==> src/sv/amach_pkg.sv <==
// shared types, opcodes and constants of the accumulator register machine
package amach_pkg;

  localparam int unsigned REG_WIDTH_DEF = 16;
  localparam int unsigned PC_WIDTH      = 16;
  localparam int unsigned EMIT_WIDTH    = 16;

  localparam logic [PC_WIDTH-1:0] HALT_ADDR = 16'd92;
  localparam logic [PC_WIDTH-1:0] PC_STEP   = 16'd6;

  // register selector codes
  localparam logic [1:0] SEL_A   = 2'd0;
  localparam logic [1:0] SEL_B   = 2'd1;
  localparam logic [1:0] SEL_C   = 2'd2;
  localparam logic [1:0] SEL_IMM = 2'd3;

  typedef enum logic [4:0] {
    OP_MV  = 5'd0,
    OP_RD  = 5'd1,
    OP_MI  = 5'd2,
    OP_AD  = 5'd3,
    OP_SB  = 5'd4,
    OP_MP  = 5'd5,
    OP_JC  = 5'd6,
    OP_JZ  = 5'd7,
    OP_JL  = 5'd8,
    OP_JP  = 5'd9,
    OP_JM  = 5'd10,
    OP_PR  = 5'd11,
    OP_CF  = 5'd12,
    OP_PF  = 5'd13,
    OP_IC  = 5'd14,
    OP_DC  = 5'd15,
    OP_EX  = 5'd16,
    OP_NOP = 5'd17
  } op_e;

  typedef struct packed {
    logic [4:0]  op;
    logic [1:0]  dst_reg;
    logic [1:0]  src_sel;
    logic [15:0] immediate;
    logic [15:0] jump_target;
    logic [15:0] read_value;
  } instr_t;

  typedef struct packed {
    logic [PC_WIDTH-1:0]   next_pc;
    logic                  emit_valid;
    logic                  emit_to_file;
    logic                  emit_is_char;
    logic [EMIT_WIDTH-1:0] emit_value;
    logic                  file_clear;
    logic                  halted;
  } result_t;

  typedef struct packed {
    logic       we;
    logic [1:0] sel;
  } wb_ctl_t;

endpackage

==> src/sv/amach_exec.sv <==
// combinational decode, alu and branch logic for one instruction
module amach_exec #(
  parameter int unsigned REG_WIDTH = amach_pkg::REG_WIDTH_DEF
) (
  input  amach_pkg::instr_t  instr_i,
  input  logic [REG_WIDTH-1:0] reg_a_i,
  input  logic [REG_WIDTH-1:0] reg_b_i,
  input  logic [REG_WIDTH-1:0] reg_c_i,
  input  logic [15:0]          pc_i,
  output logic [15:0]          pc_o,
  output amach_pkg::wb_ctl_t wb_ctl_o,
  output logic [REG_WIDTH-1:0] wb_data_o,
  output amach_pkg::result_t res_o
);
  import amach_pkg::*;

  logic                 dst_ok;
  logic                 src_is_imm;
  logic                 halted_now;
  logic [REG_WIDTH-1:0] dst_val;
  logic [REG_WIDTH-1:0] src_val;
  logic [31:0]          imm_ext;
  logic [31:0]          rdv_ext;
  logic [31:0]          dst_ext;
  logic [REG_WIDTH-1:0] imm_w;
  logic [REG_WIDTH-1:0] rdv_w;
  logic [REG_WIDTH-1:0] alu_op;
  logic [REG_WIDTH-1:0] sum_w;
  logic [REG_WIDTH-1:0] diff_w;
  logic [REG_WIDTH-1:0] prod_w;
  logic [REG_WIDTH-1:0] one_w;
  logic [15:0]          pc_step;
  logic                 c_zero;
  logic                 c_neg;

  assign dst_ok     = (instr_i.dst_reg != SEL_IMM);
  assign src_is_imm = (instr_i.src_sel == SEL_IMM);
  assign halted_now = (pc_i == HALT_ADDR);
  assign pc_step    = pc_i + PC_STEP;

  assign imm_ext = 32'(signed'(instr_i.immediate));
  assign rdv_ext = 32'(signed'(instr_i.read_value));
  assign imm_w   = imm_ext[REG_WIDTH-1:0];
  assign rdv_w   = rdv_ext[REG_WIDTH-1:0];
  assign one_w   = {{(REG_WIDTH-1){1'b0}}, 1'b1};

  always_comb begin
    unique case (instr_i.dst_reg)
      SEL_A:   dst_val = reg_a_i;
      SEL_B:   dst_val = reg_b_i;
      SEL_C:   dst_val = reg_c_i;
      default: dst_val = '0;
    endcase
  end

  always_comb begin
    unique case (instr_i.src_sel)
      SEL_A:   src_val = reg_a_i;
      SEL_B:   src_val = reg_b_i;
      SEL_C:   src_val = reg_c_i;
      default: src_val = '0;
    endcase
  end

  assign dst_ext = 32'(dst_val);

  // immediate form works on A, register form takes the dst operand
  assign alu_op = src_is_imm ? imm_w : dst_val;
  assign sum_w  = reg_a_i + alu_op;
  assign diff_w = reg_a_i - alu_op;
  assign prod_w = reg_a_i * alu_op;

  assign c_zero = (reg_c_i == '0);
  assign c_neg  = reg_c_i[REG_WIDTH-1];

  always_comb begin
    pc_o                = halted_now ? pc_i : pc_step;
    wb_ctl_o.we         = 1'b0;
    wb_ctl_o.sel        = instr_i.dst_reg;
    wb_data_o           = '0;
    res_o.emit_valid    = 1'b0;
    res_o.emit_to_file  = 1'b0;
    res_o.emit_is_char  = 1'b0;
    res_o.emit_value    = '0;
    res_o.file_clear    = 1'b0;

    if (!halted_now) begin
      unique case (op_e'(instr_i.op))
        OP_MV: begin
          wb_ctl_o.we = dst_ok && !src_is_imm;
          wb_data_o   = src_val;
        end
        OP_RD: begin
          wb_ctl_o.we = dst_ok;
          wb_data_o   = rdv_w;
        end
        OP_MI: begin
          wb_ctl_o.we = dst_ok;
          wb_data_o   = imm_w;
        end
        OP_AD: begin
          wb_ctl_o.we  = src_is_imm || dst_ok;
          wb_ctl_o.sel = src_is_imm ? SEL_A : instr_i.dst_reg;
          wb_data_o    = sum_w;
        end
        OP_SB: begin
          wb_ctl_o.we  = src_is_imm || dst_ok;
          wb_ctl_o.sel = src_is_imm ? SEL_A : instr_i.dst_reg;
          wb_data_o    = diff_w;
        end
        OP_MP: begin
          wb_ctl_o.we  = src_is_imm || dst_ok;
          wb_ctl_o.sel = SEL_A;
          wb_data_o    = prod_w;
        end
        OP_JC: if (!c_zero) pc_o = instr_i.jump_target;
        OP_JZ: if (c_zero) pc_o = instr_i.jump_target;
        OP_JL: if (c_neg) pc_o = instr_i.jump_target;
        OP_JP: pc_o = instr_i.jump_target;
        OP_JM: if (!c_zero && !c_neg) pc_o = instr_i.jump_target;
        OP_PR: begin
          res_o.emit_valid = dst_ok;
          res_o.emit_value = dst_ok ? dst_ext[15:0] : '0;
        end
        OP_CF: res_o.file_clear = 1'b1;
        OP_PF: begin
          if (src_is_imm) begin
            res_o.emit_valid   = 1'b1;
            res_o.emit_to_file = 1'b1;
            res_o.emit_is_char = 1'b1;
            res_o.emit_value   = {8'h00, instr_i.immediate[7:0]};
          end else if (dst_ok) begin
            res_o.emit_valid   = 1'b1;
            res_o.emit_to_file = 1'b1;
            res_o.emit_value   = dst_ext[15:0];
          end
        end
        OP_IC: begin
          wb_ctl_o.we = dst_ok;
          wb_data_o   = reg_a_i + one_w;
        end
        OP_DC: begin
          wb_ctl_o.we = dst_ok;
          wb_data_o   = dst_val - one_w;
        end
        OP_EX: pc_o = HALT_ADDR;
        OP_NOP: ;
        default: ;
      endcase
    end

    res_o.next_pc = pc_o;
    res_o.halted  = (pc_o == HALT_ADDR);
  end

endmodule

==> src/sv/accumulator_register_machine_step.sv <==
// top level of the accumulator register machine: input word register, state and result register
// Executes one pre-decoded instruction per accepted input word on a machine with three
// wrapping registers A, B, C (REG_WIDTH bits, reset A=0 B=1 C=0) and a 16-bit program
// counter (reset 0) that advances by 6 per instruction; EX parks it at 92, after which
// every word is ignored and reports next_pc 92 with halted set. Each input word gives
// exactly one result word. Throughput is one instruction per clock while the result
// channel is not stalled: the word sits in an input register, the decode/alu/branch
// logic resolves it combinationally against the architectural registers, and the result
// lands in an output register while the state is updated at the same edge.
// The input register keeps taking words while a finished result waits; stall only
// propagates back when both the input and result registers are full.
module accumulator_register_machine_step #(
  parameter int unsigned REG_WIDTH = amach_pkg::REG_WIDTH_DEF
) (
  input  logic        clk_i,
  input  logic        rst_ni,

  // instruction word channel
  input  logic        in_valid_i,
  output logic        in_stall_o,
  input  logic [4:0]  op_i,
  input  logic [1:0]  dst_reg_i,
  input  logic [1:0]  src_sel_i,
  input  logic signed [15:0] immediate_i,
  input  logic [15:0] jump_target_i,
  input  logic signed [15:0] read_value_i,

  // result word channel
  output logic        out_valid_o,
  input  logic        out_stall_i,
  output logic [15:0] next_pc_o,
  output logic        emit_valid_o,
  output logic        emit_to_file_o,
  output logic        emit_is_char_o,
  output logic signed [15:0] emit_value_o,
  output logic        file_clear_o,
  output logic        halted_o
);
  import amach_pkg::*;

  // input word register
  logic    in_valid_q, in_valid_d;
  instr_t  instr_q;
  logic    in_accept;

  // result word register
  logic    out_valid_q, out_valid_d;
  result_t res_q;

  // architectural state
  logic [REG_WIDTH-1:0] reg_a_q, reg_b_q, reg_c_q;
  logic [15:0]          pc_q;

  // execute stage outputs
  logic [15:0]          pc_next;
  wb_ctl_t              wb_ctl;
  logic [REG_WIDTH-1:0] wb_data;
  result_t              res_next;
  logic                 exec_fire;

  // the held word executes once the result register is free or draining
  assign exec_fire  = in_valid_q && (!out_valid_q || !out_stall_i);
  assign in_stall_o = in_valid_q && !exec_fire;
  assign in_accept  = in_valid_i && !in_stall_o;

  always_comb begin
    in_valid_d = in_valid_q;
    if (in_accept) begin
      in_valid_d = 1'b1;
    end else if (exec_fire) begin
      in_valid_d = 1'b0;
    end
  end

  always_comb begin
    out_valid_d = out_valid_q;
    if (exec_fire) begin
      out_valid_d = 1'b1;
    end else if (!out_stall_i) begin
      out_valid_d = 1'b0;
    end
  end

  always_ff @(posedge clk_i or negedge rst_ni) begin
    if (!rst_ni) begin
      in_valid_q  <= 1'b0;
      out_valid_q <= 1'b0;
    end else begin
      in_valid_q  <= in_valid_d;
      out_valid_q <= out_valid_d;
    end
  end

  // payload registers, no reset needed
  always_ff @(posedge clk_i) begin
    if (in_accept) begin
      instr_q.op          <= op_i;
      instr_q.dst_reg     <= dst_reg_i;
      instr_q.src_sel     <= src_sel_i;
      instr_q.immediate   <= immediate_i;
      instr_q.jump_target <= jump_target_i;
      instr_q.read_value  <= read_value_i;
    end
    if (exec_fire) begin
      res_q <= res_next;
    end
  end

  amach_exec #(
    .REG_WIDTH (REG_WIDTH)
  ) u_exec (
    .instr_i   (instr_q),
    .reg_a_i   (reg_a_q),
    .reg_b_i   (reg_b_q),
    .reg_c_i   (reg_c_q),
    .pc_i      (pc_q),
    .pc_o      (pc_next),
    .wb_ctl_o  (wb_ctl),
    .wb_data_o (wb_data),
    .res_o     (res_next)
  );

  // state write-back, committed in the same edge as the result
  always_ff @(posedge clk_i or negedge rst_ni) begin
    if (!rst_ni) begin
      reg_a_q <= '0;
      reg_b_q <= {{(REG_WIDTH-1){1'b0}}, 1'b1};
      reg_c_q <= '0;
      pc_q    <= '0;
    end else if (exec_fire) begin
      pc_q <= pc_next;
      if (wb_ctl.we) begin
        unique case (wb_ctl.sel)
          SEL_A:   reg_a_q <= wb_data;
          SEL_B:   reg_b_q <= wb_data;
          SEL_C:   reg_c_q <= wb_data;
          default: ;
        endcase
      end
    end
  end

  assign out_valid_o    = out_valid_q;
  assign next_pc_o      = res_q.next_pc;
  assign emit_valid_o   = res_q.emit_valid;
  assign emit_to_file_o = res_q.emit_to_file;
  assign emit_is_char_o = res_q.emit_is_char;
  assign emit_value_o   = res_q.emit_value;
  assign file_clear_o   = res_q.file_clear;
  assign halted_o       = res_q.halted;

`ifndef SYNTH
  // once parked at the halt address the machine never leaves it
  a_halt_sticky: assert property (@(posedge clk_i) disable iff (!rst_ni)
    (pc_q == HALT_ADDR) |=> (pc_q == HALT_ADDR))
    else $error("program counter left the halt address");

  // architectural state only moves when a word executes
  a_state_hold: assert property (@(posedge clk_i) disable iff (!rst_ni)
    !exec_fire |=> $stable({reg_a_q, reg_b_q, reg_c_q, pc_q}))
    else $error("state changed without an executed word");

  // an executed word always shows up as a result next cycle
  a_fire_result: assert property (@(posedge clk_i) disable iff (!rst_ni)
    exec_fire |=> out_valid_q)
    else $error("executed word produced no result");

  // emit side fields are clean when nothing is emitted
  a_emit_clean: assert property (@(posedge clk_i) disable iff (!rst_ni)
    (out_valid_q && !res_q.emit_valid) |->
      (!res_q.emit_to_file && !res_q.emit_is_char && res_q.emit_value == '0))
    else $error("emit fields set without emit_valid");

  // halted flag agrees with the reported program counter
  a_halt_flag: assert property (@(posedge clk_i) disable iff (!rst_ni)
    out_valid_q |-> (res_q.halted == (res_q.next_pc == HALT_ADDR)))
    else $error("halted flag disagrees with next_pc");
`endif

endmodule
==> config.mk <==
export PLATFORM = sky130hd
export DESIGN_NAME = accumulator_register_machine_step
export DESIGN_NICKNAME = d
export VERILOG_FILES = /design/src/sv/amach_pkg.sv /design/src/sv/amach_exec.sv /design/src/sv/accumulator_register_machine_step.sv
export SDC_FILE = /design/constraint.sdc
export NUM_CORES = 1
export LEC_CHECK = 0
export BUFFER_PORTS_ARGS = -buffer_cell sky130_fd_sc_hd__buf_2
export CAP_MARGIN = 20
export CORE_MARGIN = 4
export CORE_UTILIZATION = 55
export DETAILED_ROUTE_END_ITERATION = 8
export PLACE_DENSITY = 0.85
export SLEW_MARGIN = 20
export SYNTH_ARGS = -nofsm -noshare
export SYNTH_HDL_FRONTEND = slang
export SYNTH_HIERARCHICAL = 1
export SYNTH_SLANG_ARGS = --single-unit
==> constraint.sdc <==
create_clock -name clk_i -period 17.5 [get_ports clk_i]
set_input_delay 3.5 -clock clk_i [delete_from_list [all_inputs] [get_ports clk_i]]
set_output_delay 3.5 -clock clk_i [all_outputs]
set_load 0.02 [all_outputs]
==> metrics <==
Synth Flop Type=sky130_fd_sc_hd__edfxtp_1; Inserted Clock Buffers=17; largest fanout of any net on the critical path=25; Clock Pin Slew Worst Setup and Hold Paths=0.08 ns; initial antenna violation count=0; Worst-Skew Late Latency=0.44 ns; post-route met1 wirelength=16400 um; Post-DP HPWL=31100 um; number of placed I/O pins=100; cell family with most CP delay=adder cells; unrepaired setup endpoints after global routing=no; Finished Layout Cells=1753; final weighted congestion in routability-driven placement=1.01; most used standard cell by instance count after synthesis=sky130_fd_sc_hd__inv_1; wire length of the first global-routing pass=63300 um; Synth top area share=20.9%; worst path required time=17.83 ns; number of fill cells=2043; post-route antenna net violation count=0; via/cell ratio=6.35; share of cells above drive strength 1=16.8%; Worst R2R Path Depth=23; clk_skew=0.0199 ns; die outline height=165 um; number of design rule violations left after detail routing=0; hold violation total from the final report=0; Worst Hold Slack=0.539 ns; routed len/inst=23.6 um; type of the worst setup path=reg2reg; number of violations reported at the end of detailed-routing iteration 0=1640; sequential cell area=4480 um2; time the worst path needs with I/O delays and setup=8.25 ns; CP bufs+invs=4; final WL=41400 um; max-cap viol count=0; post-synth cell types=83; Critical Path Sink Type=flip-flop; power density relative to cell area=77.0 nW/um2; Clock H-tree levels=4; Crit Reg-Reg Endpoint=reg_b_q[15]; total negative slack=0 ns; largest area contributor in the synthesized netlist=sky130_fd_sc_hd__edfxtp_1; share of the clock period used by the worst path after layout=47.1%; Total Routing Usage GR=30.8%; total congestion overflow=0; reg-to-reg startpoint=instr_q[48]; share of synthesized registers carrying an async set or reset=41.3%; Max Used Layer=met4; placed cell count=1721; summed instance area of the synthesized netlist=13500 um2; site row count=57; worst min-delay path startpoint=reg_b_q[10]; class of the tightest hold or removal check=reg2reg; Die Width=165 um; main area contributors after synthesis=sky130_fd_sc_hd__edfxtp_1 21%, sky130_fd_sc_hd__dfrtp_1 12%, sky130_fd_sc_hd__fa_1 12%; Worst path max stage delay=1.14 ns; effective utilization at floorplan=55.8%; die footprint=27200 um2; highest achievable clock rate=0.121 GHz; hold worst-path end=reg_b_q[10]; Finish-stage setup viols=0; register-to-register setup slack=9.25 ns; detailed-routed wire length on met3=4630 um; cell repeated most along the worst path=sky130_fd_sc_hd__fa_1; standard cell core area=24200 um2; pin slew with the least headroom to its limit=1.19 ns; number of buffers inserted for hold repair after clock tree synthesis=0; Peak VDD IR=93.4 uV; setup repair bufs after CTS=0; Post-Synthesis Mean Instance Area=9.90 um2; number of diodes added for antenna fixing=0; Final nets=1625; Synth-to-Final Area Change=8.67%; via count of the routed design=11139; startpoint types=flip-flop; normalized max-slew margin=20.8%; flops & latches, synth=160; Final Slew Violations=0; number of flops mapped to enable cells by yosys=94; met2 wire length=18800 um; sequence of cells on the critical path=nand2_1 > buf_4 > o211ai_1 > and2_1 > nand2_1 > fa_1 > fa_1 > fa_1 > fa_1 > inv_1 > fa_1 > inv_1 > fa_1 > inv_1 > ha_1 > nand3_1 > nand2_1 > a41o_1 > o41ai_1 > xnor3_1 > nand2_1 > a41oi_2 > mux2_2; highest-delay cell along the critical path=sky130_fd_sc_hd__edfxtp_1; Detailed Routing Iterations Pass 1=6; post-CTS resize count=0; most common library cells after synthesis=137 x sky130_fd_sc_hd__inv_1, 134 x sky130_fd_sc_hd__nand2_1, 94 x sky130_fd_sc_hd__edfxtp_1, 92 x sky130_fd_sc_hd__nor2_1, 81 x sky130_fd_sc_hd__fa_1; worst hold path cell count=1; leakage power total=6.53 nW; status=complete, no violations; Syn Nets=1576; Yosys Warn Count=6; via count of the first global-routing pass=11058; clock tree from TritonCTS=done; post-synthesis cell count=1367; IO Port Bufs=99; Clock Root Buffer=sky130_fd_sc_hd__clkbuf_16; maximum number of pins on one net before global-route repair=67; number of sinks handled by clock tree synthesis=160; arrival time of data at the critical path endpoint=8.57 ns; maximum number of buffers from clock root to sink=2; part of the Yosys area used for sequential elements=33.1%; area taken by multi-input logic gates=8110 um2
==> metrics by stage <==
step	util (%)	setup slack, ns	total power [mW]	cell area, um2
after floorplan	-	10.25	0.684	13500
after global placement	58.1	9.70	0.742	14100
after detailed placement	58.1	9.47	0.751	14100
after CTS	60.6	9.44	1.13	14700
after global routing	60.7	8.96	1.18	14700
final	60.7	9.25	1.13	14700
==> placed cells by master, fill, tap and decap left out, types with 43 or more instances in the layout <==
cell                       instances
sky130_fd_sc_hd__nor2_1           92
sky130_fd_sc_hd__o21ai_0          74
sky130_fd_sc_hd__buf_2            99
sky130_fd_sc_hd__a21oi_1          43
sky130_fd_sc_hd__mux2_2           60
sky130_fd_sc_hd__dfrtp_1          65
sky130_fd_sc_hd__xnor2_1          45
sky130_fd_sc_hd__fa_1             81
sky130_fd_sc_hd__edfxtp_1         94
sky130_fd_sc_hd__inv_1           137
sky130_fd_sc_hd__nand2_1         134
sky130_fd_sc_hd__and3_1           48
sky130_fd_sc_hd__ha_1             67
==> layer usage <==
metal / vias to the layer above / global-route usage (%)
met1: 5439 / 42.0
li1: 4881 / -
met5: - / 0
met2: 707 / 47.2
met3: 112 / 8.14
met4: 0 / 12.2
==> power by group <==
group | internal, mW | switching, mW | total (mW)
Sequential | 0.451 | 0.0475 | 0.498
Combinational | 0.0954 | 0.160 | 0.255
Clock | 0.209 | 0.170 | 0.379
==> cells by family after synthesis <==
group	synth area share (%)
xor gates and xnor gates	5.55
muxes	8.73
buffers and inverters	7.18
and+or+nand+nor	16.2
DFF	33.1
AOI/OAI and AO/OA	11.2
adders and majority gates	18.2
==> registers in the layout, summed over array words and instances, names as in the netlist, 16 cells and up <==
name,flops
instr_q,57
emit_value_o,16
next_pc_o,16
pc_q,16
reg_a_q,16
reg_b_q,16
reg_c_q,16
==> cell type report <==
| class | instances | share of cell area [%] |
|---|---|---|
| clock buffers | 21 | 3.35 |
| flip-flops and latches | 160 | 30.4 |
| multi-input cells | 986 | 55.1 |
| well taps | 324 | 2.76 |
| inverters | 139 | 3.55 |
| clock inverters | 11 | 0.765 |
| repair buffers | 112 | 4.03 |
==> worst max path at each step <==
stage / end / slack (ns) / cells after the start / start
2_1_floorplan: in_stall_o / 10.25 / 2 / out_stall_i
3_3_place_gp: reg_c_q[15] / 9.70 / 23 / instr_q[51]
3_5_place_dp: reg_c_q[15] / 9.47 / 23 / instr_q[48]
4_1_cts: reg_c_q[15] / 9.44 / 23 / instr_q[48]
5_1_grt: reg_c_q[15] / 8.96 / 23 / instr_q[48]
6_report: reg_b_q[15] / 9.25 / 23 / instr_q[48]
Power figures use the tool's default switching activity.
